## config.mk

```make
export PLATFORM = sky130hd
export DESIGN_NAME = lcf_ctrl
export DESIGN_NICKNAME = d
export VERILOG_FILES = /design/src/lcf_pkg.sv /design/src/lcf_ctrl.sv
export SDC_FILE = /design/constraint.sdc
export NUM_CORES = 1
export LEC_CHECK = 0
export ABC_AREA = 1
export BUFFER_PORTS_ARGS = -buffer_cell sky130_fd_sc_hd__buf_2
export CORE_MARGIN = 2
export CORE_UTILIZATION = 35
export DETAILED_ROUTE_END_ITERATION = 8
export PLACE_DENSITY_LB_ADDON = 0.3
export REMOVE_ABC_BUFFERS = 1
export SYNTH_ARGS = -nofsm -noshare
export SYNTH_HDL_FRONTEND = slang
export SYNTH_SLANG_ARGS = --single-unit
```

## constraint.sdc

```tcl
create_clock -name clk_i -period 2.6 [get_ports clk_i]
set_input_delay 0.78 -clock clk_i [delete_from_list [all_inputs] [get_ports clk_i]]
set_output_delay 0.78 -clock clk_i [all_outputs]
set_load 0.01 [all_outputs]
```

## src/lcf_pkg.sv

```systemverilog
// Shared constants, types and control codes for the convolution FIR core.
package lcf_pkg;

  localparam int MAX_TAPS     = 32;
  localparam int SAMPLE_WIDTH = 16;
  localparam int RESULT_WIDTH = 40;
  localparam int TAP_IDX_W    = 5;
  localparam int TAP_COUNT_W  = 6;
  localparam int CNT_W        = $clog2(MAX_TAPS + 1);
  localparam int SEL_W        = (MAX_TAPS > 1) ? $clog2(MAX_TAPS) : 1;

  localparam logic CMD_TAP    = 1'b0;
  localparam logic CMD_SAMPLE = 1'b1;

  typedef enum logic {
    ST_IDLE,
    ST_RUN
  } lcf_state_e;

  typedef struct packed {
    logic shift;
    logic zero_fill;
    logic clear;
    logic tap_we;
  } lcf_ctrl_t;

endpackage

```

## src/lcf_ctrl.sv

```systemverilog
// Sequencer: takes input transactions, waits for the sum ripple, runs the flush.
module lcf_ctrl import lcf_pkg::*; (
  input  logic             clk_i,
  input  logic             rst_ni,
  input  logic             in_valid_i,
  input  logic             in_cmd_i,
  input  logic             in_last_i,
  input  logic [CNT_W-1:0] n_eff_i,
  input  logic             out_free_i,
  output logic             in_ready_o,
  output lcf_ctrl_t        ctrl_o,
  output logic             out_load_o,
  output logic             out_last_o
);

  lcf_state_e       state_q, state_d;
  logic [CNT_W-1:0] cnt_q, cnt_d;
  logic [CNT_W-1:0] flush_q, flush_d;
  logic             last_q, last_d;
  logic             accept;
  logic             done;

  assign accept = (state_q == ST_IDLE) && in_valid_i;
  assign done   = (state_q == ST_RUN) && (cnt_q == n_eff_i) && out_free_i;

  always_comb begin
    state_d = state_q;
    cnt_d   = cnt_q;
    flush_d = flush_q;
    last_d  = last_q;
    case (state_q)
      ST_IDLE: begin
        if (accept && (in_cmd_i == CMD_SAMPLE)) begin
          state_d = ST_RUN;
          cnt_d   = '0;
          last_d  = in_last_i;
          flush_d = in_last_i ? (n_eff_i - CNT_W'(1)) : '0;
        end
      end
      ST_RUN: begin
        if (done) begin
          if (flush_q != '0) begin
            cnt_d   = '0;
            flush_d = flush_q - CNT_W'(1);
          end else begin
            state_d = ST_IDLE;
          end
        end else if (cnt_q != n_eff_i) begin
          cnt_d = cnt_q + CNT_W'(1);
        end
      end
      default: state_d = ST_IDLE;
    endcase
  end

  always_comb begin
    in_ready_o = 1'b0;
    ctrl_o     = '0;
    out_load_o = 1'b0;
    out_last_o = 1'b0;
    case (state_q)
      ST_IDLE: begin
        in_ready_o = 1'b1;
        if (accept) begin
          ctrl_o.shift  = (in_cmd_i == CMD_SAMPLE);
          ctrl_o.tap_we = (in_cmd_i == CMD_TAP);
        end
      end
      ST_RUN: begin
        if (done) begin
          out_load_o = 1'b1;
          out_last_o = last_q && (flush_q == '0);
          if (flush_q != '0) begin
            ctrl_o.shift     = 1'b1;
            ctrl_o.zero_fill = 1'b1;
          end else begin
            ctrl_o.clear = last_q;
          end
        end
      end
      default: ;
    endcase
  end

  always_ff @(posedge clk_i or negedge rst_ni) begin
    if (!rst_ni) begin
      state_q <= ST_IDLE;
      cnt_q   <= '0;
      flush_q <= '0;
      last_q  <= 1'b0;
    end else begin
      state_q <= state_d;
      cnt_q   <= cnt_d;
      flush_q <= flush_d;
      last_q  <= last_d;
    end
  end

endmodule

```

### Word-level counts from Yosys, hierarchy flattened

Index checks and enable logic that the tools add are counted.

| word-level totals | value |
|---|---|
| register bits after elaboration | 14 |
| input port bits | 12 |
| output and inout bits | 7 |
| word-level logic and storage cells | 53 |

| cells by class | value |
|---|---|
| $add $sub $neg | 3 |
| equal/unequal tests | 7 |
| mux-type cells | 27 |
| bitwise gates (word level) | 2 |
| reductions and logical operators | 10 |

Operators with widths:

| cell | number |
|---|---|
| 2-to-1 mux 6 bit | 8 |
| one-hot mux 6 bit (2 select lines) | 2 |
| 2-to-1 mux 1 bit | 12 |
| subtractor 6 x 1 -> 6 bit, second input constant | 2 |
| adder 6 x 1 -> 6 bit, second input constant | 1 |
| equality test 6 bit | 1 |
| zero test 6 bit | 1 |
| inequality test 2 x 1 -> 1 bit, second input constant | 3 |
| inequality test 6 bit | 1 |
| AND reduction 3 bit | 2 |
| nonzero test 6 bit | 1 |
| logical AND 1 bit | 5 |
| 2-to-1 mux 2 bit | 2 |
| one-hot mux 1 bit (2 select lines) | 2 |
| 2-to-1 mux 3 bit | 1 |
| inequality test 3 x 1 -> 1 bit, second input constant | 1 |
| inequality test 3 x 2 -> 1 bit, second input constant | 1 |
| NOT 1 bit | 2 |
| AND reduction 2 bit | 1 |

### Longest topological paths before layout

| logic depth | value |
|---|---|
| depth after elaboration | 5 |
| mapped depth | 11 |
| depth with buffers taken out | 10 |

### Least setup slack after synthesis

Ideal clock, no wire load.

| timing | value |
|---|---|
| kind | input-to-output |
| start | in n_eff_i[4] |
| end | out ctrl_o[1] in the netlist's numbering |
| arrival | 1817 ps |
| required time | 1820 ps |
| setup slack | 3 ps |
| stages | 8 |
| buffers on the path | 1 |
| cells stage by stage | inv_2 nand2_1 nand2_1 nor2_4 nand4_4 or2_1 nor2_1 buf_4 |

RTL lines:

| element | RTL line | text |
|---|---|---|
| start: declaration | lcf_ctrl.sv:8 | `input logic [CNT_W-1:0] n_eff_i,` |
| end: declaration | lcf_ctrl.sv:11 | `output lcf_ctrl_t ctrl_o,` |

### Worst setup path in the final report

| timing | value |
|---|---|
| start | in n_eff_i[4] |
| end | out out_last_o |

| on the way | value |
|---|---|
| longest elaborated chain between the ends | 5 |

Ends and longest elaborated chain:

| element | RTL line | text |
|---|---|---|
| equality test 6 bit | lcf_ctrl.sv:24 | `assign done = (state_q == ST_RUN) && (cnt_q == n_eff_i) && out_free_i;` |
| logical AND 1 bit (2 in series) | lcf_ctrl.sv:24 |  |
| 2-to-1 mux 1 bit | lcf_ctrl.sv:70 | `if (done) begin` |
| 2-to-1 mux 1 bit | lcf_ctrl.sv:61 | `case (state_q)` |
| end: declaration | lcf_ctrl.sv:13 | `output logic out_last_o` |

No other way between the ends.

==> flow_summary.toml <==
[global_routing]
grt_pass1_vias = 915
grt_pass1_wl_um = 4100
grt_max_degree = 15
grt-ovfl-total = 0
grt_antenna_before_repair = 0
grtUsageTotal_pct = 14.7

[clocking]
cts.sink_count = 14
cts_root_buf = "clkbuf_4"
cts_max_path_buffers = 2
htreeDepth = 1
cts_tree = "built"
clk_latency_ps = 290
numCtsBuffers = 3
path_clk_slew_ps = 90

[layout]
drive_gt1_share_pct = 30.4
syn_to_final_growth_pct = 22.1
diodes = 0
final_core_util_pct = 45.5
fillers = 334
nets = 212
layout.cells.non_filler = 238

[die]
core_area_mm2 = 0.00310
dieArea_mm2 = 0.00378
chipHeight_um = 61.5
die_x_um = 61.5
ios = 19
num_rows = 20
start_util_pct = 37.3

[timing]
tightestPinTransition_ps = 401
skew_ps = 9.02
min_period_ps = 2530
fmax_mhz = 395
setup_tns_ps = 0
rsz0062_at_grt = "false"
min_period_over_period_pct = 97.3
finalSetupViolCount = 0
hold_viol_final = 0
slew_headroom_pct = 73.3
slew_viol_final = 0

[detailed_routing]
drt-met1-wl_um = 1220
dr_wl_met2_um = 1100
drc = 0
vias = 1096
drtIter0Drc = 37
wl_um = 2450
wl_met3_um = 116
viasPerCell = 4.61
routedWlPerCell_um = 10.3
drt-pass1-iter-count = 4
routed.top_layer = "met4"
antenna_left = 0

[critical_path]
cp-start-kind = "input pin"
cp.required_ps = 1820
cp-end-kind = "primary output"
path_max_fanout = 4
rr_startpoint = "state_q"
worst-r2r-cell-count = 9
r2r-end = "flush_q[0]"
crit_arrival_ps = 1750
critical_path_class = "input pin to primary output"
rrSetupSlack_ps = 940

[logic_synthesis]
synth_cells = 168
yosysWarnings = 0
yosys.area.top_type = "dfrtp_1"
synthFlopType = "dfrtp_1"
synth_top_cells_by_count = "49 x nand2_1, 23 x inv_1, 14 x dfrtp_1, 14 x nor2_1, 13 x o21ai_0"
async_flop_share_pct = 100
ys_ff_latch = 14
synth_edf_count = 0
syn_area_mm2 = 0.00116
synth.distinct_cells = 26
synth_top_area_share_pct = 30.3
yosysSeqAreaShare_pct = 30.3
yosysMostFrequentCell = "nand2_1"
avgSynthCellArea_um2 = 6.88
yosys-top-cells-area = "dfrtp_1 30%, nand2_1 16%, inv_1 7.5%"

[worst_hold_path]
min_path_type = "input pin to async pin"

[place]
placedCellCount = 234
place_congestion = 0.845
portBuffers = 18
hpwlAfterDp_um = 1880

[run_status]
status = "finished, final reports clean"

[run]
maxCapViolations = 0

[power_and_ir_drop]
p_leak_nw = 0.728
power.density_mw_per_mm2 = 782
irDropWorstVdd_v = 0.000412
-- cell usage in the layout, fill, tap and decap left out, types with 2 or more instances in the layout --
master	instances
nand2_2	9
inv_1	21
buf_4	11
nor2_4	5
nand3_1	11
a21oi_1	3
clkbuf_4	3
o22ai_1	4
dfrtp_1	14
buf_2	11
xor2_1	4
buf_6	5
o21ai_2	3
nand3_2	2
inv_2	7
nand2_1	43
nor2_1	13
o21ai_0	13
nand4_1	2
ha_1	4
-- how the worst max path moves through the flow --
stage	startpoint	endpoint	cells past startpoint
2_1_floorplan	n_eff_i[4]	ctrl_o[1]	7
3_3_place_gp	n_eff_i[4]	ctrl_o[1]	9
3_5_place_dp	n_eff_i[4]	out_last_o	9
4_1_cts	n_eff_i[4]	out_last_o	9
5_1_grt	state_q	out_load_o	7
6_report	n_eff_i[4]	out_last_o	9
-- state kept, by name, summed over array words and instances (netlist names) --
| name | count |
|---|---|
| cnt_q | 6 |
| flush_q | 6 |
| last_q | 1 |
| state_q | 1 |
-- critical path, cell delays in order --
cell and delay [ps]:
buf_4 110, inv_2 40, nand2_2 50, nand2_2 60
nor2_4 130, nand4_4 100, or2_4 250, nor2_4 110
buf_6 110
-- kinds of logic (layout without fill, tap and decap cells) --
family                   count (synthesis)  count (layout)  share of synthesized area (%)
AND/OR/NAND/NOR                         90              90                           37.6
buffers and inverters                   33              59                           13.4
AO/OA/AOI/OAI                           23              23                           11.4
flip-flops                              14              14                           30.3
adder cells (fa/ha/maj)                  4               4                           4.33
XOR/XNOR                                 4               4                           3.03
-- where the power goes --
part           switching, mW  internal, mW
Combinational          0.314         0.257
Sequential            0.0991         0.307
Clock                 0.0742        0.0538
Total                  0.487         0.617
-- cell type report --
class	instances	area [µm²]	share of cell area (%)
clock buffer	3	22.5	1.60
inverter	29	109	7.71
multi-input combinational	121	681	48.2
sequential	14	350	24.8
tap	44	55.1	3.90
timing repair buffer	27	194	13.7
-- through the flow --
stage	setup slack, ps	hold WS [ps]	total power, mW	area, µm²
after global routing	4.17	394	1.22	1410
final	69.1	375	1.10	1410
after CTS	5.24	391	1.10	1370
after floorplan	80.2	453	0.814	1110
after global placement	30.3	479	0.953	1320
after detailed placement	0.0414	483	0.953	1320
-- timing repair --
action / in CTS / in global routing
buffers inserted: 1 / 0
hold buffers: 0 / 0
pin swaps: 8 / 6
setup endpoints to repair: 2 / 5
gates resized for setup: 8 / 11
-- per-layer routing --
layer | global-route usage, % | vias up
met5 | 0 | -
met4 | 2.74 | 0
met2 | 22.0 | 23
met3 | 5.04 | 2
met1 | 20.7 | 489
li1 | - | 582
(Power assumes the default switching activity.)
