**src/lcf_pkg.sv**
```systemverilog
// Shared constants, types and control codes for the convolution FIR core.
package lcf_pkg;

  localparam int MAX_TAPS     = 32;
  localparam int SAMPLE_WIDTH = 16;
  localparam int RESULT_WIDTH = 40;
  localparam int TAP_IDX_W    = 5;
  localparam int TAP_COUNT_W  = 6;
  localparam int CNT_W        = $clog2(MAX_TAPS + 1);
  localparam int SEL_W        = (MAX_TAPS > 1) ? $clog2(MAX_TAPS) : 1;

  localparam logic CMD_TAP    = 1'b0;
  localparam logic CMD_SAMPLE = 1'b1;

  typedef enum logic {
    ST_IDLE,
    ST_RUN
  } lcf_state_e;

  typedef struct packed {
    logic shift;
    logic zero_fill;
    logic clear;
    logic tap_we;
  } lcf_ctrl_t;

endpackage

```
**src/lcf_cell.sv**
```systemverilog
// One tap cell: a delay-line sample, a kernel tap and a partial-sum stage.
module lcf_cell import lcf_pkg::*; (
  input  logic                           clk_i,
  input  logic                           rst_ni,
  input  lcf_ctrl_t                      ctrl_i,
  input  logic                           tap_sel_i,
  input  logic signed [SAMPLE_WIDTH-1:0] value_i,
  input  logic signed [SAMPLE_WIDTH-1:0] sample_i,
  input  logic signed [RESULT_WIDTH-1:0] sum_i,
  output logic signed [SAMPLE_WIDTH-1:0] sample_o,
  output logic signed [RESULT_WIDTH-1:0] sum_o
);

  logic signed [SAMPLE_WIDTH-1:0]   sample_q, sample_d;
  logic signed [SAMPLE_WIDTH-1:0]   tap_q;
  logic signed [RESULT_WIDTH-1:0]   sum_q, sum_d;
  logic signed [2*SAMPLE_WIDTH-1:0] prod;

  always_comb begin
    sample_d = sample_q;
    if (ctrl_i.clear) begin
      sample_d = '0;
    end else if (ctrl_i.shift) begin
      sample_d = sample_i;
    end
  end

  assign prod  = sample_q * tap_q;
  assign sum_d = sum_i + RESULT_WIDTH'(prod);

  always_ff @(posedge clk_i or negedge rst_ni) begin
    if (!rst_ni) begin
      sample_q <= '0;
    end else begin
      sample_q <= sample_d;
    end
  end

  always_ff @(posedge clk_i) begin
    sum_q <= sum_d;
    if (ctrl_i.tap_we && tap_sel_i) begin
      tap_q <= value_i;
    end
  end

  assign sample_o = sample_q;
  assign sum_o    = sum_q;

endmodule

```
**config.mk**
```make
export PLATFORM = sky130hd
export DESIGN_NAME = lcf_cell
export DESIGN_NICKNAME = d
export VERILOG_FILES = /design/src/lcf_pkg.sv /design/src/lcf_cell.sv
export SDC_FILE = /design/constraint.sdc
export NUM_CORES = 1
export LEC_CHECK = 0
export BUFFER_PORTS_ARGS = -buffer_cell sky130_fd_sc_hd__buf_2
export CAP_MARGIN = 30
export CORE_UTILIZATION = 39
export DETAILED_ROUTE_END_ITERATION = 10
export PLACE_DENSITY = 0.64
export RECOVER_POWER = 100
export SYNTH_ARGS = -nofsm -noshare
export SYNTH_HDL_FRONTEND = slang
export SYNTH_SLANG_ARGS = --single-unit
```
**constraint.sdc**
```tcl
create_clock -name clk_i -period 9.2 [get_ports clk_i]
set_input_delay 0.92 -clock clk_i [delete_from_list [all_inputs] [get_ports clk_i]]
set_output_delay 0.92 -clock clk_i [all_outputs]
set_load 0.005 [all_outputs]
```
# After elaboration in Yosys (flattened, before gate mapping)
# Cells that the tools add are included.
# totals
regBits	72
input_bits	79
latchBits	0
out_inout_bits	56
elab_cells	9
ramBits	0
rom_bits	0
n_memories	0
# classes
magnitude_cmp	0
div	0
shifts	0
n_bitwise	0
add_sub_neg	1
multipliers	1
mux	2
n_eq_ne	0
n_reduce_logical	2
# op_table
cell	count
$add 40x32->40	1
$mul 16x16->32	1
$mux 16	2
$reduce_bool 2->1	1
$logic_and 1x1->1	1

# Longest topological paths before layout
# Gate-level depths: netlist of the first run.
# logic_depth
ltp_word	2
depth_mapped	24
ltp_nobuf	22

# Least setup slack after synthesis of the first run
# Ideal clock, no wire load.
# synth_path
path_kind	register to register
start	register sample_q[15], in the netlist sample_o[15]
end	register sum_q[37], in the netlist sum_o[37]
path_buffers	1
setup_ps	127
arrival_time_ps	6387
path_stages_with_launch	23
slack_ps	2686
path_cell_list	dfrtp_1 -> clkbuf_1 -> nand2_1 -> inv_1 -> fa_1 -> inv_1 -> fa_1 -> inv_1 -> fa_1 -> fa_1 -> fa_1 -> inv_1 -> fa_1 -> inv_1 -> ha_1 -> and2_4 -> a221o_1 -> a31oi_2 -> nor2_1 -> a41o_1 -> a211o_1 -> and3_1 -> or3_1
# synth_via
elab_chain_cells	2
# synth_lines
element	line	rtl
from (decl)	lcf_cell.sv:14	logic signed [SAMPLE_WIDTH-1:0] sample_q, sample_d;
from (signal assigned)	lcf_cell.sv:35	sample_q <= sample_d;
$mul 16x16->32	lcf_cell.sv:28	assign prod = sample_q * tap_q;
$add 40x32->40	lcf_cell.sv:29	assign sum_d = sum_i + RESULT_WIDTH'(prod);
via sum_d[37]	lcf_cell.sv:16	logic signed [RESULT_WIDTH-1:0] sum_q, sum_d;
to (signal assigned)	lcf_cell.sv:40	sum_q <= sum_d;
to (decl)	lcf_cell.sv:16	
# The timed path passes the listed nets, and every way through them passes these cells.
# A chain may end at the register's enable or synchronous reset.

# Worst setup path after layout of the first run
# layout_path
start	register sample_q[13], in the netlist sample_o[13]
end	register sum_q[37], in the netlist sum_o[37]
# The elaborated chain is that of the path after synthesis.

==> metrics.md, run 1 <==
| Metric | Value |
|---|---|
| Sequential area share after synthesis | `11.9%` |
| Synth area leader | `fa_1` |
| Met3 Resource Use GR | `between 2 and 2.5%` |
| Final net count | `between 2000 and 2500` |
| H-tree Lvls | `3` |
| Fin Clk Skew | `roughly 0.009 ns` |
| Mux contribution to synthesized area | `around 1.1%` |
| Final Hold Fails | `0` |
| Max Fclk | `around 140 MHz` |
| Slew HR | `roughly 17%` |
| Most frequent cells after synthesis | `373 x inv_1, 330 x fa_1, 147 x nand2_1` |
| Fin. max-slew vios | `0` |
| Layout cells sized above 1 | `about 7.6%` |
| RSZ-0062 raised after global routing | `false` |
| Post-placement cell count | `approximately 2000` |
| Post-route cell area | `between 0.015 and 0.02 mm^2` |
| Fillers | `around 3500` |
| Most numerous cell in the Yosys netlist | `inv_1` |
| GR met1 Demand/Resource | `23.7%` |
| Post-layout minimum cycle time | `just over 7 ns` |
| FF+latch count, synth | `72` |
| Max-cap viol count | `0` |
| Mapped Cells | `~1400` |
| Synth Area in XOR/XNOR | `between 2 and 2.5%` |
| Pin count of the biggest net entering global routing | `24` |
| Routed WL per cell | `around 16 um` |
| Initial core utilization | `about two fifths` |
| Die X | `between 150 and 200 um` |
| Critical Path AT | `7.44 ns` |
| Setup-failing EPs final | `0` |
| Area after DPL | `0.0152 mm^2` |
| Non-filler cells, final | `around 2000` |
| Critical-path maximum fanout | `18` |
| Setup Fix Bufs, Post-CTS | `0` |
| Sequential cell area | `approximately 0.0017 mm^2` |
| # DRC | `0` |
| Largest family of logic cells by synthesized area | `adder cells` |
| TNS Setup | `0 ns` |
| Total GRT Usage | `between 15 and 20%` |
| Slowest stage cell, crit path | `clkbuf_1` |
| Top cell type's share of synthesized area | `46.9%` |
| Overflow after GRT | `0` |
| Slowest stage delay, CP | `around 0.73 ns` |
| Status | `completed` |
| Most crowded layer after global routing | `met2` |
| CP bufs+invs | `6` |
| Area Growth Syn to Fin | `9.97%` |
| Post_cts resized | `0` |
| Global-route wire length before repair | `about 54000 um` |
| Clk_lat worst skew | `roughly 0.36 ns` |
| Hold crit path type | `in -> async` |
| DPL Wire Length | `roughly 27000 um` |
| Adder-Cell Fraction of Synth Area | `roughly 57%` |
| Avg Inst Size Synth | `slightly below 10 um^2` |
| Worst setup SP type | `flip-flop` |
| Post-synth EDFFs | `16` |
| Root buffer cell | `clkbuf_16` |
| CTS tree | `yes` |
| WL final | `approximately 33000 um` |
| Via/cell ratio | `4.85` |
| Clk slew on worst S/H paths | `~0.070 ns` |
| Pre-CTS setup slack | `roughly 2.1 ns` |
| Final GP Congestion | `~0.82` |
| I/O Pins | `approximately 140` |
| Post-route ant nets | `0` |
| Pleak | `about 0.0081 uW` |
| Via count | `~9700` |
| Met2 usage | `34.8%` |
| Top delay family on crit path | `adder cells` |
| Die ar. | `0.0369 mm^2` |
| Clock sinks | `72` |
| Multi-input combinational cell area | `0.0108 mm^2` |
| Period utilisation layout | `about four fifths` |
| Core ar. | `~0.036 mm^2` |
| CP required | `9.44 ns` |
| Synth Flop Type | `dfxtp_1` |
| CTS Buf Count | `9` |
| Maximum vdd drop | `554 uV` |
| Synth Area in Compound Gates | `roughly 4.2%` |
| Setup crit end kind | `flip-flop` |
| Vias in the first global route | `approximately 11000` |
| Crit path cell chain | `clkbuf_1 > nand2_1 > fa_1 > inv_1 > fa_1 > inv_1 > fa_1 > inv_1 > fa_1 > fa_1 > inv_1 > fa_1 > inv_1 > ha_1 > a21oi_1 > nand2_1 > o221ai_1 > o221ai_1 > a41o_1 > a211o_1 > and3_1 > or3_1` |
| Vert. Die Dim | `about 190 um` |
| Power consumption | `5770 uW` |
| Main area contributors after synthesis | `fa_1 47%, ha_1 10%, inv_1 9.9%` |
| Yosys warns | `0` |
| Synth unique cells | `50` |
| Initial antenna violation count | `0` |
| CTS Buffer Depth | `2` |
| # hold bufs at CTS | `0` |
| Core Rows | `69` |
| Cell Area, Synth | `0.0141 mm^2` |
| Power Density | `about 370 mW/mm^2` |
| Most common cell on crit path | `fa_1` |
| Simple-gate portion of the synthesized area | `approximately 12%` |
| Iter 0 DRT Violations | `roughly 380` |
| Share of flip-flops with an asynchronous set or reset | `between 20% and 30%` |
| Ant. Diodes | `0` |
| IO Port Bufs | `about 130` |
| Fin worst setup slack | `about 2.0 ns` |
| First-pass DRT Iterations | `5` |
| Post-synthesis net count | `around 1900` |
| Worst slew pin tran | `roughly 1.3 ns` |
| WS Path Type | `reg -> reg` |
[logic make-up (layout without fill, tap and decap cells)]
group,Yosys count,in the layout
and+or+nand+nor,349,349
DFF,72,72
xor gates and xnor gates,40,40
buffers and inverters,413,531
adders and majority gates,445,445
muxes,16,16
AOI/OAI and AO/OA,90,90
[sequential cells by signal, summed over array words and instances (netlist names)]
signal,count
sum_o,40
sample_o,16
tap_q,16
[cells in the final DEF (no fill, tap or decap), drive strengths merged, types with 3 or more instances in the layout]
master,n
mux2i,16
and3,8
xor2,13
dfrtp,16
xnor2,27
edfxtp,16
or3,3
fa,330
nand3,10
o21a,3
clkbuf,54
dfxtp,40
nor2,44
buf,98
nor3,6
a221oi,3
a21oi,30
o21ai,17
inv,376
and2,115
a21o,11
nand2b,5
a31oi,5
ha,115
nand2,147
o211ai,3
nor2b,5
[per-layer routing]
| layer | up-vias | part of all wire [%] | routed length, um |
|---|---|---|---|
| li1 | 4419 | - | - |
| met1 | 5015 | 39 | 12900 |
| met2 | 231 | 54 | 17600 |
| met3 | 48 | 4.4 | 1450 |
| met4 | 0 | 2.7 | 875 |
| met5 | - | 0 | 0 |
[path summary, 6_finish.rpt]
kind                              start      endpoint  slack, ns  depth (start not counted)
setup / recovery           sample_o[13]     sum_o[37]       2.00                         22
hold / removal                   rst_ni  sample_o[15]       0.65                          1
setup reg to reg           sample_o[13]     sum_o[37]       2.00                         22
hold reg to reg             sample_o[0]   sample_o[0]       0.74                          2
max in group asynchronous        rst_ni  sample_o[13]       8.00                          1
min in group clk_i           value_i[0]      tap_q[0]       0.73                          1
[cell type report]
class                   count  area share, %
clock inverters             6          0.469
multi-input cells         940           70.0
clock buffers              10           1.62
flip-flops and latches     72           10.9
inverters                 373           9.04
well taps                 461           3.73
repair buffers            142           4.33
[worst reg2reg max path, delay by kind of cell (launching register included)]
kind	cells	cell delay [ns]
buf+inv	6	0.98
simple gates	4	0.79
compound gates	5	1.56
flops	1	0.32
fa+ha+maj	7	3.43
[stage by stage]
stage	utilization (%)	hold slack, ns
2_1_floorplan	-	0.602
3_3_place_gp	42.8	0.729
3_5_place_dp	42.8	0.722
4_1_cts	43.7	0.463
5_1_grt	43.5	0.720
6_report	43.5	0.653
[report_power, final]
part	total (uW)	switching (uW)	internal [uW]
clock network	397	166	231
logic	4800	2750	2040
registers	573	70.7	502
total	5770	2990	2780
Note: power is estimated with default switching activity, not from simulation.
==> inputs of run 2 (changes only) <==
--- a/config.mk
+++ b/config.mk
@@ -9,7 +9,7 @@
 export CAP_MARGIN = 30
 export CORE_UTILIZATION = 39
 export DETAILED_ROUTE_END_ITERATION = 10
-export PLACE_DENSITY = 0.64
+export PLACE_DENSITY = 0.67
 export RECOVER_POWER = 100
 export SYNTH_ARGS = -nofsm -noshare
 export SYNTH_HDL_FRONTEND = slang
==> constraint.sdc (replaced) <==
create_clock -name clk_i -period 6.2 [get_ports clk_i]
set_input_delay 0.62 -clock clk_i [delete_from_list [all_inputs] [get_ports clk_i]]
set_output_delay 0.62 -clock clk_i [all_outputs]
set_load 0.005 [all_outputs]
==> run 2 against run 1 <==
Clock skew rose by 0.0053 ns. Total power rose by 83%. Critical path depth fell by 3. Core utilization rose by 3.4 points. Combinational power rose by 91%. Flip-flop and latch count did not move. Highest routed layer is now met5. Setup slack got worse by 2.0 ns. The flow now finishes with violations (negative setup slack). Clock-buffer cell count rose by 1. Die area did not move. Worst hold slack got worse by 0.27 ns. Largest power group unchanged.
==> metrics.md, run 2 (synthesized netlist as in run 1, its figures left out) <==
| Metric | Value |
|---|---|
| Status | `finished, violations left (was completed)` |
| Violated checks | `negative setup slack` |
| CTS tree | `yes (unchanged)` |
| Via count | `10174 (was 9713)` |
| Iter 0 DRT Violations | `416 (was 383)` |
| Core ar. | `0.0356 mm^2 (unchanged)` |
| RSZ-0062 raised after global routing | `true (was false)` |
| Total GRT Usage | `20.8% (was 19.2%)` |
| Setup crit end kind | `flip-flop (unchanged)` |
| Root buffer cell | `clkbuf_16 (unchanged)` |
| Setup-failing EPs final | `2 (was 0)` |
| Fin Clk Skew | `0.0141 ns (was 0.00878 ns)` |
| Routed WL per cell | `17.0 um (was 16.4 um)` |
| CTS Buffer Depth | `2 (unchanged)` |
| Vert. Die Dim | `192 um (unchanged)` |
| CP bufs+invs | `3 (was 6)` |
| Via/cell ratio | `4.81 (was 4.85)` |
| Overflow after GRT | `0 (unchanged)` |
| Worst setup SP type | `flip-flop (unchanged)` |
| Commonest non-fill, non-tap cell in the layout | `inv_1 (unchanged)` |
| Die X | `192 um (unchanged)` |
| Vias in the first global route | `11190 (was 10549)` |
| Post-route ant nets | `0 (unchanged)` |
| I/O Pins | `135 (unchanged)` |
| WS Path Type | `reg -> reg (unchanged)` |
| Worst r2r dst | `sum_o[39] (was sum_o[37])` |
| Period utilisation layout | `100% (was 78.3%)` |
| Max Fclk | `161 MHz (was 139 MHz)` |
| First-pass DRT Iterations | `7 (was 5)` |
| Post-layout minimum cycle time | `6.23 ns (was 7.20 ns)` |
| Critical-path maximum fanout | `3 (was 18)` |
| WL final | `36000 um (was 32900 um)` |
| Power Density | `631 mW/mm^2 (was 373 mW/mm^2)` |
| Pin count of the biggest net entering global routing | `18 (was 24)` |
| Final net count | `2173 (was 2062)` |
| CP required | `6.44 ns (was 9.44 ns)` |
| Max-cap viol count | `0 (unchanged)` |
| Fillers | `3326 (was 3474)` |
| Clk slew on worst S/H paths | `0.07 ns (about the same)` |
| Die ar. | `0.0369 mm^2 (unchanged)` |
| Layout cells sized above 1 | `18.0% (was 7.58%)` |
| Clock sinks | `72 (unchanged)` |
| Hold crit path type | `in -> async (unchanged)` |
| Initial antenna violation count | `3 (was 0)` |
| Worst slew pin tran | `1.33 ns (was 1.25 ns)` |
| Final Hold Fails | `0 (unchanged)` |
| # hold bufs at CTS | `0 (unchanged)` |
| DPL Wire Length | `31000 um (was 27400 um)` |
| Clk_lat worst skew | `0.36 ns (about the same)` |
| Worst R2R Start | `tap_q[3] (was sample_o[13])` |
| Slowest stage delay, CP | `0.60 ns (was 0.73 ns)` |
| Slowest stage cell, crit path | `fa_2 (was clkbuf_1)` |
| R2R Setup Slk | `-0.03 ns (was 2.00 ns)` |
| Top delay family on crit path | `adder cells (unchanged)` |
| Crit path cell chain | `buf_6 > and2_4 > fa_2 > inv_2 > fa_2 > fa_1 > fa_1 > fa_1 > fa_2 > inv_1 > ha_1 > and2_4 > a221o_1 > a31oi_2 > nor2_1 > a41o_1 > a211o_1 > a2111oi_4 > nor3_2 (was clkbuf_1 > nand2_1 > fa_1 > inv_1 > fa_1 > inv_1 > fa_1 > inv_1 > fa_1 > fa_1 > inv_1 > fa_1 > inv_1 > ha_1 > a21oi_1 > nand2_1 > o221ai_1 > o221ai_1 > a41o_1 > a211o_1 > and3_1 > or3_1)` |
| H-tree Lvls | `3 (unchanged)` |
| Ant. Diodes | `0 (unchanged)` |
| Fin worst setup slack | `-0.0270 ns (was 2.00 ns)` |
| Most frequent cells in the layout | `367 x inv_1, 322 x fa_1, 142 x nand2_1 (was 373 x inv_1, 330 x fa_1, 147 x nand2_1)` |
| CTS Buf Count | `9 (unchanged)` |
| Area Growth Syn to Fin | `18.5% (was 9.97%)` |
| Max reg flops | `40 (unchanged)` |
| Global-route wire length before repair | `58100 um (was 53800 um)` |
| Slew HR | `11.6% (was 16.6%)` |
| Power consumption | `10500 uW (was 5770 uW)` |
| Core Rows | `69 (unchanged)` |
| Worst Reg-to-Reg Cells | `19 (was 22)` |
| # DRC | `0 (unchanged)` |
| Hold WS | `0.387 ns (was 0.653 ns)` |
| Pleak | `0.00875 uW (was 0.00809 uW)` |
| IO Port Bufs | `133 (unchanged)` |
| Fin. max-slew vios | `0 (unchanged)` |
| Maximum vdd drop | `1040 uV (was 554 uV)` |
| Initial core utilization | `39.6% (unchanged)` |
| Critical Path AT | `6.46 ns (was 7.44 ns)` |
| Final GP Congestion | `0.934 (was 0.822)` |
## run 2: cell types whose count changed in the layout (fill, tap and decap cells not counted), sizes merged
cell / change
bufinv: -1
buf: +130
clkbuf: -18
inv: +1
clkinv: -1
## run 2: area by class of cell
| cell class | instances | area, um^2 | area share, % |
|---|---|---|---|
| multi-input combinational | 940 | 11000 | 66.1 |
| sequential | 72 | 1690 | 10.1 |
| timing repair buffer | 253 | 1670 | 10.0 |
| inverter | 373 | 1400 | 8.41 |
| tap | 461 | 577 | 3.46 |
| clock buffer | 11 | 264 | 1.58 |
| clock inverter | 5 | 43.8 | 0.263 |
## run 2: worst register-to-register path, stage by stage (launching register included)
cell and delay (ns):
edfxtp_1 0.41, buf_6 0.16, and2_4 0.14, fa_2 0.60
inv_2 0.05, fa_2 0.60, fa_1 0.45, fa_1 0.52
fa_1 0.44, fa_2 0.58, inv_1 0.07, ha_1 0.29
and2_4 0.17, a221o_1 0.35, a31oi_2 0.18, nor2_1 0.06
a41o_1 0.25, a211o_1 0.38, a2111oi_4 0.33, nor3_2 0.08
## run 2: what timing repair did
item,in CTS,in global routing
setup endpoints to repair,7,17
pin swaps,18,32
gates cloned,1,0
setup buffers,7,10
resized for setup,14,41
## run 2: worst max-delay path by stage
stage / endpoint / cells after the start / from / slack (ns)
2_1_floorplan: sum_o[37] / 22 / tap_q[2] / -0.006
3_3_place_gp: sum_o[37] / 21 / tap_q[3] / -0.09
3_5_place_dp: sum_o[37] / 21 / tap_q[3] / -0.12
5_1_grt: sum_o[39] / 22 / tap_q[3] / -0.23
4_1_cts: sum_o[37] / 21 / sample_o[15] / -0.07
6_report: sum_o[39] / 19 / tap_q[3] / -0.03
## run 2: where the power goes
part	internal, uW	switching [uW]
clock network	313	238
registers	746	65.1
logic	4280	4890
## run 2: stage by stage
step | utilization [%] | std cells | worst slack [ns] | TNS [ns] | instance area (um^2)
4_1_cts | 46.3 | 2106 | -0.0739 | -0.142 | 16500
3_3_place_gp | 45.1 | 2081 | -0.0870 | -0.353 | 16000
5_1_grt | 46.9 | 2115 | -0.226 | -1.08 | 16700
3_5_place_dp | 45.1 | 2082 | -0.116 | -0.390 | 16100
2_1_floorplan | - | 1425 | -0.00587 | -0.00587 | 14100
6_report | 46.9 | 2115 | -0.0270 | -0.0418 | 16700
## run 2: layer usage
layer	routed length [um]	vias up	global-route usage, %
met3	1820	79	3.80
met4	1680	4	8.75
met1	14000	5184	25.2
met5	25	-	0
met2	18500	269	36.3
li1	-	4638	-
